## config.mk

```make
export PLATFORM = sky130hd
export DESIGN_NAME = bpa_size
export DESIGN_NICKNAME = d
export VERILOG_FILES = /design/src/rtl/bpa_pkg.sv /design/src/rtl/bpa_size.sv
export SDC_FILE = /design/constraint.sdc
export NUM_CORES = 1
export LEC_CHECK = 0
export CAP_MARGIN = 20
export CORE_UTILIZATION = 45
export CTS_BUF_LIST = sky130_fd_sc_hd__clkbuf_2 sky130_fd_sc_hd__clkbuf_4 sky130_fd_sc_hd__clkbuf_8
export CTS_CLUSTER_DIAMETER = 100
export DETAILED_ROUTE_END_ITERATION = 8
export DONT_BUFFER_PORTS = 1
export GPL_ROUTABILITY_DRIVEN = 0
export PLACE_DENSITY = 0.7
export RECOVER_POWER = 50
export SLEW_MARGIN = 25
export SYNTH_ARGS = -nofsm -noshare
export SYNTH_HDL_FRONTEND = slang
export SYNTH_SLANG_ARGS = --single-unit
```

## constraint.sdc

```tcl
create_clock -name clk -period 4 [get_ports clk]
set_input_delay 0.4 -clock clk [delete_from_list [all_inputs] [get_ports clk]]
set_output_delay 0.4 -clock clk [all_outputs]
set_load 0.05 [all_outputs]
```

## src/rtl/bpa_pkg.sv

```systemverilog
`timescale 1ns / 1ps
package bpa_pkg;

  // Region geometry, fixed by the item field widths
  localparam int PAGE_INDEX_BITS = 10;
  localparam int PAGES           = 1 << PAGE_INDEX_BITS;
  localparam int ORD_W           = 4;
  localparam int CNT_W           = PAGE_INDEX_BITS + 1;
  localparam int SIZE_W          = 7;

  // Defaults for the top level parameters
  localparam int PAGE_SHIFT_DEF  = 12;
  localparam int MAX_ORDERS_DEF  = 32;

  typedef logic [PAGE_INDEX_BITS-1:0] page_t;
  typedef logic [ORD_W-1:0]           order_t;
  typedef logic [CNT_W-1:0]           count_t;

  typedef enum logic [1:0] {
    CMD_ALLOC = 2'd0,
    CMD_FREE  = 2'd1,
    CMD_QUERY = 2'd2,
    CMD_NOP   = 2'd3
  } cmd_t;

  typedef enum logic [1:0] {
    STAT_OK          = 2'd0,
    STAT_NO_MEM      = 2'd1,
    STAT_DOUBLE_FREE = 2'd2,
    STAT_NOT_HEAD    = 2'd3
  } status_t;

  typedef struct packed {
    cmd_t        command;
    logic [31:0] request_bytes;
    logic [7:0]  owner_flags;
    page_t       page_index;
  } req_t;

  typedef struct packed {
    status_t    status;
    page_t      block_page;
    order_t     block_order;
    logic       page_is_free;
    logic [7:0] page_flag_bits;
    count_t     free_pages;
    count_t     used_pages;
  } rsp_t;

  // Per-page metadata word
  typedef struct packed {
    logic   free;
    logic   head;
    order_t order;
  } meta_t;

  // Access bundle from the sequencer to the page store
  typedef struct packed {
    logic       meta_we;
    page_t      meta_waddr;
    meta_t      meta_wdata;
    page_t      meta_raddr;
    logic       flag_we;
    page_t      flag_waddr;
    logic [7:0] flag_wdata;
    page_t      flag_raddr;
  } mem_req_t;

  typedef enum logic [3:0] {
    S_INIT,
    S_IDLE,
    S_SIZE,
    S_WALK_RD,
    S_WALK_CHK,
    S_SPLIT,
    S_MARK,
    S_FREE_RD,
    S_FREE_CHK,
    S_FILL,
    S_MERGE_RD,
    S_MERGE_CHK,
    S_MERGE_LOW,
    S_QUERY_RD,
    S_QUERY_CHK,
    S_RESP
  } state_t;

endpackage

```

## src/rtl/bpa_size.sv

```systemverilog
`timescale 1ns / 1ps
module bpa_size
  import bpa_pkg::*;
#(
  parameter int PAGE_SHIFT = PAGE_SHIFT_DEF,
  parameter int MAX_ORDERS = MAX_ORDERS_DEF
) (
  input  logic        clk,
  input  logic        rst,
  input  logic        start,
  input  logic [31:0] bytes,
  output logic        done,
  output logic        fail,
  output order_t      need
);

  logic [SIZE_W-1:0] bpos;
  logic [31:0]       bytes_q;
  logic              run;
  logic [32:0]       pow;
  logic              too_big;
  logic              fits;

  // One bit position per cycle, starting at one page
  assign pow     = 33'(1) << bpos;
  assign too_big = (bpos >= SIZE_W'(MAX_ORDERS)) ||
                   (bpos > SIZE_W'(PAGE_SHIFT + PAGE_INDEX_BITS));
  assign fits    = pow >= {1'b0, bytes_q};

  always_ff @(posedge clk) begin
    if (rst) begin
      run  <= 1'b0;
      done <= 1'b0;
    end else begin
      done <= 1'b0;
      if (start) begin
        run     <= 1'b1;
        bpos    <= SIZE_W'(PAGE_SHIFT);
        bytes_q <= bytes;
      end else if (run) begin
        if (too_big) begin
          run  <= 1'b0;
          done <= 1'b1;
          fail <= 1'b1;
        end else if (fits) begin
          run  <= 1'b0;
          done <= 1'b1;
          fail <= 1'b0;
          need <= order_t'(bpos - SIZE_W'(PAGE_SHIFT));
        end else begin
          bpos <= bpos + SIZE_W'(1);
        end
      end
    end
  end

endmodule

```

Word-level counts from Yosys, hierarchy flattened
Index checks and enable logic that the tools add are counted.
{ "totals": {"ff_bits": 46, "inputBits": 35, "elab_cells": 36, "out_inout_bits": 6} }
{ "op_classes": {"eq_ne": 2, "magnitude_cmp": 3, "n_reduce_logical": 8, "shift": 1, "bitwise_logic": 4, "mux": 10, "add_sub_neg": 2} }
{ "op_table": {"columns": ["op", "n"], "rows": [
  [">= comparator 33 x 32 -> 1 bit", 1],
  ["left shift 1 x 7 -> 33 bit (first input constant)", 1],
  ["2-to-1 mux 7 bit", 3],
  ["AND reduction 4 bit", 2],
  ["adder 7 x 1 -> 7 bit (second input constant)", 1],
  [">= comparator 7 x 6 -> 1 bit (second input constant)", 1],
  ["greater-than comparator 7 x 5 -> 1 bit (second input constant)", 1],
  ["2-to-1 mux 1 bit", 7],
  ["AND reduction 5 bit", 1],
  ["inequality test 2 bit (second input constant)", 2],
  ["NOT 1 bit", 4],
  ["nonzero test 2 bit", 2],
  ["subtractor 4 bit (second input constant)", 1],
  ["OR reduction 3 bit", 1],
  ["AND reduction 2 bit", 1],
  ["logical OR 1 bit", 1]
]} }

Longest topological paths before layout
Gate-level depths: netlist (run 1).
{ "depth": {"ltp_word": 6, "mapped_depth": 10, "ltp_nobuf": 10} }

Worst setup path after synthesis (run 1)
OpenSTA, ideal clock, no wires.
{ "synth_path": {"path_kind": "reg2reg", "start": "register bpos[0]", "end": "register need[0], enable pin", "synth_period_minus_slack_ns": 3.005, "stages_incl_launch_ff": 11, "t_required_ns": 3.627, "path_slack_ns": 0.995, "setup_time_ns": 0.373, "arrival_ns": 2.632, "n_path_buf": 0, "cell_sequence": "edfxtp_1 > ha_1 > ha_1 > inv_1 > nor2_1 > ha_1 > nand4_1 > a2111oi_2 > a22o_2 > a2111oi_4 > a2111oi_2"} }
{ "synth_via": {"elab_chain_cells": 4, "elab_cells_between_ends": 7, "cone_classes": "order compare (3); shift (1); bitwise (1); reduce/logical (2)"} }
{ "synth_lines": {"columns": ["element", "line_no", "text"], "rows": [
  ["from (decl)", "bpa_size.sv:17", "logic [SIZE_W-1:0] bpos;"],
  ["from (signal assigned)", "bpa_size.sv:38", "bpos <= SIZE_W'(PAGE_SHIFT);"],
  ["from (signal assigned)", "bpa_size.sv:51", "bpos <= bpos + SIZE_W'(1);"],
  ["parallel branches: the longest is 3 deep, another holds >= comparator 33 x 32 -> 1 bit", null, null],
  ["AND reduction 5 bit (no line) *", null, null],
  ["to (signal assigned)", "bpa_size.sv:49", "need <= order_t'(bpos - SIZE_W'(PAGE_SHIFT));"],
  ["to (decl)", "bpa_size.sv:14", "output order_t need"]
]} }
Every way passes the cells marked *.
A chain may end at the register's enable or synchronous reset.

Final worst setup path (run 1)
{ "layout_path": {"start": "register bpos[0]", "end": "register need[2], enable pin"} }
Same word-level chain as after synthesis.

==> results of run 1 <==
[power by group]
part           switching (mW)  total (mW)  internal (mW)
sequential             0.0144       0.573          0.559
clock                   0.161       0.280          0.120
combinational          0.0503      0.0764         0.0261
total                   0.225       0.930          0.705
[registers in the layout, indices dropped and copies added, names as in the netlist]
name and count:
run 1, done 1, bpos 7, fail 1, need 4, bytes_q 32
[logic make-up after synthesis]
| group | count (synthesis) | share of synthesized area |
|---|---|---|
| buffers and inverters | 42 | 0.0616 |
| adder cells (fa/ha/maj) | 40 | 0.183 |
| AND/OR/NAND/NOR | 82 | 0.142 |
| flip-flops | 46 | 0.497 |
| AO/OA/AOI/OAI | 32 | 0.104 |
| XOR/XNOR | 4 | 0.0128 |
[synthesized netlist by cell type]
cell type   n
edfxtp_1   44
ha_1       40
inv_1      39
nor2_1     39
nand2_1    16
a21oi_1    11
nand3_1     7
nand4_1     7
a21o_1      5
nand2b_1    3
o21ai_0     3
xor2_1      3
a2111oi_2   2
a311oi_1    2
a31o_1      2
dfxtp_1     2
nor2b_1     2
nor3_1      2
nor3b_4     2
a2111oi_4   1
a211oi_4    1
a221o_1     1
a221o_2     1
a22o_2      1
and2_1      1
and3_1      1
and3_2      1
buf_4       1
buf_6       1
clkbuf_1    1
nor4_1      1
o311ai_2    1
o31a_4      1
xnor2_1     1
[critical path, cell delays in order, from the launching register on]
cell       delay [ns]
edfxtp_1         0.48
ha_1             0.29
ha_1             0.20
inv_1            0.15
nor2_1           0.08
ha_1             0.30
nand4_1          0.20
a2111oi_2        0.40
a22o_2           0.22
a2111oi_4        0.10
a2111oi_2        0.65
[cell type report]
type                            instances  area [um^2]
Inverter                               39          146
Clock inverter                          3         16.3
Multi-Input combinational cell        158         1210
Sequential cell                        46         1360
Fill cell                             555         2980
Clock buffer                            5         68.8
Tap cell                               75         93.8
Timing Repair Buffer                    1         3.75
[worst paths after layout]
path / end / slack, ns / from / cells after the start
setup / recovery: need[2]$_DFFE_PP_ / 0.57 / bpos[0]$_SDFFCE_PP0P_ / 10
hold / removal: done$_SDFF_PP0_ / 0.15 / start / 1
setup reg to reg: need[2]$_DFFE_PP_ / 0.57 / bpos[0]$_SDFFCE_PP0P_ / 10
hold reg to reg: done$_SDFF_PP0_ / 0.55 / run$_SDFF_PP0_ / 2
[per-stage QoR]
stage                     power, mW  std cells  hold slack, ns   util
after floorplan               0.642        246           0.495      -
after global placement        0.658        319           0.483  0.480
final                         0.930        327           0.151  0.493
after CTS                     0.940        327           0.149  0.494
after global routing          0.967        327           0.145  0.493
after detailed placement      0.660        319           0.479  0.480
[metal layers]
metal | up-vias | GRT usage
met5 | - | 0
met4 | 0 | 0.0643
met3 | 7 | 0.0534
met2 | 65 | 0.274
met1 | 819 | 0.220
li1 | 867 | -
==> flow_summary.yaml, run 1 <==
routing:
  dr.pass1.iters: 4
  drtAntennaViolNets: 0
  drc: 0
  wl_met2_mm: 2.27
  drt_first_iter_violations: 98
  viasPerCell: 5.38
  drt-met1-wl_mm: 2.25
  routed_wl_mm: 4.90
  wl_per_cell_um: 15.0
  vias: 1758
  met3WireLength_um: 304
  route.top_layer_used: "met4"
cells_and_area:
  nets: 326
  mostFrequentLayoutCell: "edfxtp_1"
  diodes: 0
  final_cell_mix: "edfxtp_1, ha_1, inv_1, nor2_1, nand2_1"
  area_growth_pct: 5.84
  drive_above_1_share: 0.0714
  final_cell_area_um2: 2900
cts:
  clkSinkCount: 46
  htreeDepth: 2
  numCtsBuffers: 5
  cts_tree: "yes"
  clk_pin_slew_ns: 0.09
  cts_hold_buf: 0
  root_buffer: "clkbuf_8"
  cts_setup_buffers: 0
  insertion_delay_ns: 0.31
  cts_max_path_buffers: 2
  cts.repair.resized: 0
floorplanning:
  dieWidth_um: 80.1
  start_util: 0.466
  floorplan.die.height_um: 80.1
  fp-row-count: 28
  io_pins: 41
  core_um2: 5890
  die_area_um2: 6410
global_route:
  grt_usage: 0.172
  grt-ovfl-total: 0
  grt_max_degree: 35
  grt_pass1_vias: 1744
  antenna_found_initial: 0
  grt_first_pass_wirelength_mm: 8.02
sta:
  tightestPinTransition_ns: 1.76
  timing.fmax_mhz: 291
  drv_slew: 35
  hold_violations: 0
  period_share: 0.859
  min_period_ns: 3.43
  finalClockSkew_ns: 0.00823
  setup_slack_ns: 0.566
  rsz0062_at_grt: "no"
  fin_setup_tns_ns: 0
  maxSlewHeadroom: -0.172
  final-setup-viol-count: 0
logic_synthesis:
  synth_area_leader_cell: "edfxtp_1"
  syn-cell-area_um2: 2740
  syn_nets: 321
  syn_area_per_cell_um2: 11.1
  synth-warning-count: 0
  seq_area_frac_synth: 0.497
  post_synth_num_cell_types: 34
  ys_ff_latch: 46
  synth_area_leaders: "edfxtp_1, ha_1, inv_1, nor2_1, nand2_1"
  synth_top_area_share: 0.482
  syn_inst: 246
worst_hold_path:
  hold_class: "input port to flip-flop"
pwr:
  leakage_nw: 1.25
  vdd_drop_max_v: 0.000195
  power_density_nw_per_um2: 321
placed_design:
  io_buffers: 0
  dp_worst_setup_slack_ns: 0.573
  place_area_um2: 2820
  dp_hpwl_mm: 3.65
setup_path:
  crit_arrival_ns: 3.38
  startpoint_type: "flip-flop"
  crit_type: "flip-flop to flip-flop"
  crit_required_ns: 3.94
  crit_fanout: 6
  crit_path_end_kind: "flip-flop"
run:
  maxCapViolations: 1
run_status:
  violations: "max-capacitance violations, max-slew violations"
  status: "finished with violations"
Note: power is estimated with default switching activity, not from simulation.
==> run 2, diff against run 1 <==
ABC_AREA = 1   (was not set)
==> flow_summary.yaml, run 2 <==
cts:
  numCtsBuffers: 5
  cts_max_path_buffers: 2
  clk_pin_slew_ns: 0.09
  clkSinkCount: 46
  root_buffer: "clkbuf_8"
  htreeDepth: 2
  cts.repair.resized: 0
  cts_hold_buf: 0
  cts_tree: "yes"
  cts_setup_buffers: 0
  insertion_delay_ns: 0.31
setup_path:
  crit_fanout: 10
  crit_arrival_ns: 2.96
  startpoint: "bpos[2]$_SDFFCE_PP1P_"
  reg2reg_from: "bpos[2]$_SDFFCE_PP1P_"
  crit_required_ns: 3.95
  crit_path_end_kind: "flip-flop"
  startpoint_type: "flip-flop"
  crit_type: "flip-flop to flip-flop"
routing:
  dr.pass1.iters: 4
  drc: 0
  routed_wl_mm: 5.35
  wl_per_cell_um: 13.3
  vias: 2031
  drtAntennaViolNets: 0
  drt_first_iter_violations: 156
  viasPerCell: 5.06
cells_and_area:
  drive_above_1_share: 0.0767
  mostFrequentLayoutCell: "nand2_1"
  diodes: 0
  fin_util: 0.506
  instances_no_fill: 401
  final_cell_mix: "nand2_1, inv_1, nor2_1, edfxtp_1, ha_1"
  largest_registers: "bytes_q x32, bpos x7, need x4"
  fillCellCount: 532
  area_growth_pct: 6.14
  largest_register_ffs: 32
  top_register: "bytes_q"
  nets: 400
placed_design:
  dp_hpwl_mm: 4.09
  io_buffers: 0
  dp.cells: 393
floorplanning:
  dieWidth_um: 81.9
  die_area_um2: 6710
  start_util: 0.477
  fp-row-count: 28
  io_pins: 41
  core_um2: 6030
  floorplan.die.height_um: 81.9
sta:
  min_period_ns: 3.00
  fin_setup_tns_ns: 0
  tightestPinTransition_ns: 0.770
  period_share: 0.751
  hold_violations: 0
  drv_slew: 0
  finalClockSkew_ns: 0.0112
  maxSlewHeadroom: 0.485
  rsz0062_at_grt: "no"
  final-setup-viol-count: 0
  timing.fmax_mhz: 333
  holdWs_ns: 0.181
global_route:
  grt-ovfl-total: 0
  grt_max_degree: 26
  antenna_found_initial: 0
  grt_usage: 0.174
  grt_first_pass_wirelength_mm: 8.59
  grt_pass1_vias: 1955
logic_synthesis:
  synth_edf_count: 44
  syn_area_per_cell_um2: 8.95
  synth-warning-count: 0
  syn_nets: 396
  synth.most_common_cell: "nand2_1"
  post_synth_num_cell_types: 22
  syn_inst: 321
  seq_area_frac_synth: 0.474
  ys_ff_latch: 46
  syn-cell-area_um2: 2870
  synth_area_leaders: "edfxtp_1, ha_1, nand2_1, inv_1, nor2_1"
  postSynth.asyncResetShare: 0
  synth_area_leader_cell: "edfxtp_1"
  synth_top_area_share: 0.460
  synthTopCellsByCount: "nand2_1, inv_1, nor2_1, edfxtp_1, ha_1"
  ys_dominant_reg_cell: "edfxtp_1"
pwr:
  leakage_nw: 1.45
  power_density_nw_per_um2: 318
  vdd_drop_max_v: 0.000177
worst_hold_path:
  hp-start: "bytes[0]"
  hold_class: "input port to flip-flop"
run_status:
  status: "complete, no violations"
run:
  maxCapViolations: 0
==> run 2: changes by cell type in the layout (fill, tap and decap cells not counted), sizes merged, moves of 4 or more <==
cell / previous run / this run
inv: 39 / 61
nand4: 7 / 2
a21o: 5 / 1
nand3: 7 / 23
a21oi: 11 / 18
nor2: 39 / 57
nand2: 16 / 62
==> run 2: metrics by stage <==
step,power [mW],setup slack (ns),instance area [um^2]
6_report,0.969,0.997,3050
5_1_grt,1.01,0.832,3050
4_1_cts,0.973,0.994,3050
3_5_place_dp,0.670,1.01,2950
3_3_place_gp,0.667,1.07,2950
2_1_floorplan,0.647,1.41,2870
==> run 2: layout make-up <==
type | instances | area [um^2] | share of cell area
sequential | 46 | 1360 | 0.446
multi-input combinational | 210 | 1250 | 0.411
inverter | 61 | 236 | 0.0776
clock buffer | 8 | 97.6 | 0.0320
tap | 75 | 93.8 | 0.0308
timing repair buffer | 1 | 7.51 | 0.00246
==> run 2: final timing paths <==
kind / to / slack, ns / cells past startpoint
max: need[0]$_DFFE_PP_ / 1.0 / 13
min: bytes_q[0]$_DFFE_PP_ / 0.18 / 0
min reg2reg: done$_SDFF_PP0_ / 0.58 / 4
max reg2reg: need[0]$_DFFE_PP_ / 1.0 / 13
==> run 2: cell families after synthesis <==
kind of cell               count (synthesis)  share of synthesized area
AOI/OAI and AO/OA                         26                     0.0470
and+or+nand+nor                          144                      0.215
buffers and inverters                     65                     0.0902
DFF                                       46                      0.474
adders and majority gates                 40                      0.174
==> run 2: routing by layer <==
metal  vias up  GRT usage  part of all wire
li1       1045          -                 -
met1       909      0.224              0.45
met2        68      0.282              0.47
met3         9     0.0400             0.062
met4         0     0.0684             0.017
met5         -          0                 0
==> run 2: power by group <==
group / leakage (nW) / total [mW] / internal, mW / switching, mW
registers: 0.427 / 0.573 / 0.558 / 0.0150
clock network: 0.0523 / 0.310 / 0.155 / 0.155
logic: 0.969 / 0.0857 / 0.0268 / 0.0589
total: 1.45 / 0.969 / 0.740 / 0.229
==> run 2: critical path: stages (launching register included) <==
cell and delay [ns]:
edfxtp_1 0.69, inv_8 0.10, ha_1 0.26, nand2_1 0.12
nor2_1 0.07, ha_1 0.29, nand2_1 0.06, nor2_1 0.17
nand2_1 0.09, nor2_1 0.16, nand3_2 0.10, nand3_2 0.08
nor2_2 0.05, a21oi_1 0.42
==> run 3, diff against run 2 <==
PLACE_DENSITY = 0.72   (was 0.7)
clock period = 2.4 ns   (was 4 ns; I/O delays follow)
==> flow_summary.yaml, run 3 (synthesis results as in run 2) <==
sta:
  min_period_ns: 2.62
  drv_slew: 33
  holdWs_ns: 0.0271
  final-setup-viol-count: 14
  maxSlewHeadroom: -0.0968
  finalClockSkew_ns: 0.00266
  fin_setup_tns_ns: -2.74
  hold_violations: 0
  period_share: 1.09
  tightestPinTransition_ns: 1.65
  rsz0062_at_grt: "yes"
  timing.fmax_mhz: 381
  setup_slack_ns: -0.224
placed_design:
  io_buffers: 0
  dp_worst_setup_slack_ns: -0.266
  dp_hpwl_mm: 4.38
  dp.cells: 417
  place_area_um2: 3150
floorplanning:
  start_util: 0.477
  die_area_um2: 6710
  dieWidth_um: 81.9
  core_um2: 6030
  fp-row-count: 28
  floorplan.die.height_um: 81.9
  io_pins: 41
routing:
  drtAntennaViolNets: 0
  dr.pass1.iters: 5
  wl_per_cell_um: 14.3
  routed_wl_mm: 6.19
  viasPerCell: 5.12
  vias: 2215
  drt_first_iter_violations: 153
  drc: 0
pwr:
  total_power_mw: 1.75
  vdd_drop_max_v: 0.000475
  power_density_nw_per_um2: 499
  leakage_nw: 1.61
cells_and_area:
  drive_above_1_share: 0.263
  top_register: "bytes_q"
  area_growth_pct: 22.0
  largest_registers: "bytes_q x32, bpos x7, need x4"
  diodes: 0
  seqCellArea_um2: 1360
  mostFrequentLayoutCell: "inv_1"
  multi_input_comb_area_um2: 1450
  nets: 432
  fillCellCount: 531
  final_cell_area_um2: 3500
  fin_util: 0.581
  instances_no_fill: 433
  largest_register_ffs: 32
  final_cell_mix: "inv_1, nand2_1, nor2_1, edfxtp_1, ha_1"
global_route:
  grt-ovfl-total: 0
  grt_max_degree: 33
  grt_first_pass_wirelength_mm: 9.90
  antenna_found_initial: 0
  grt_usage: 0.201
  grt_pass1_vias: 2168
setup_path:
  crit_fanout: 6
  startpoint: "bpos[3]$_SDFFCE_PP1P_"
  crit_required_ns: 2.40
  crit_chain: "buf_4, buf_4, nand3_1, nor2_1, ha_1, nand2_1, nor2_2, nand3_1, nor2_4, nand2_2, buf_4, a21oi_4"
  cp_slowest_cell: "edfxtp_1"
  cp_top_family: "simple AND/OR/NAND/NOR gates"
  max_stage_delay_ns: 0.53
  cpMostUsedCell: "buf_4"
  reg2reg_from: "bpos[3]$_SDFFCE_PP1P_"
  path_buf_inv: 3
  crit_path_end_kind: "flip-flop"
  crit_arrival_ns: 2.62
  crit_type: "flip-flop to flip-flop"
  startpoint_type: "flip-flop"
cts:
  numCtsBuffers: 5
  htreeDepth: 2
  insertion_delay_ns: 0.30
  root_buffer: "clkbuf_8"
  clkSinkCount: 46
  cts_tree: "yes"
  clk_pin_slew_ns: 0.08
  cts_hold_buf: 0
  cts_max_path_buffers: 2
worst_hold_path:
  hold_class: "input port to flip-flop"
  hp-start: "bytes[14]"
run:
  maxCapViolations: 1
run_status:
  status: "finished with violations"
  violations: "max-capacitance violations, max-slew violations, negative setup slack"
## run 3: cell types whose count changed in the layout (fill, tap and decap cells not counted), sizes merged
cell / before / now
clkinvlp: 0 / 1
bufinv: 0 / 1
buf: 1 / 32
clkbuf: 8 / 7
## run 3: area by class of cell
class	count	area share
Multi-Input combinational cell	210	0.414
Sequential cell	46	0.389
Timing Repair Buffer	33	0.0707
Inverter	61	0.0675
Tap cell	75	0.0268
Clock buffer	6	0.0218
Clock inverter	2	0.0107
## run 3: path summary, 6_finish.rpt
| check | endpoint | slack (ns) | cells past startpoint |
|---|---|---|---|
| setup / recovery | need[2]$_DFFE_PP_ | -0.22 | 12 |
| hold / removal | bytes_q[14]$_DFFE_PP_ | 0.03 | 0 |
| setup reg to reg | need[2]$_DFFE_PP_ | -0.22 | 12 |
| hold reg to reg | done$_SDFF_PP0_ | 0.68 | 5 |
## run 3: timing repair
item | 4_1_cts | 5_1_grt
setup endpoints to repair | 13 | 14
pin swaps | 14 | 14
resized for setup | 23 | 23
hold endpoints to repair | 0 | 0
setup buffers | 3 | 5
## run 3: layer usage
metal,vias to the layer above,share of wire,GRT usage
li1,1105,-,-
met1,1016,0.42,0.244
met2,80,0.50,0.348
met3,14,0.058,0.0433
met4,0,0.022,0.0719
met5,-,0,0
## run 3: report_power, final
part | internal (mW) | switching [mW] | leakage, nW
sequential | 0.931 | 0.0203 | 0.427
clock | 0.322 | 0.264 | 0.0548
combinational | 0.0813 | 0.129 | 1.13
total | 1.33 | 0.414 | 1.61
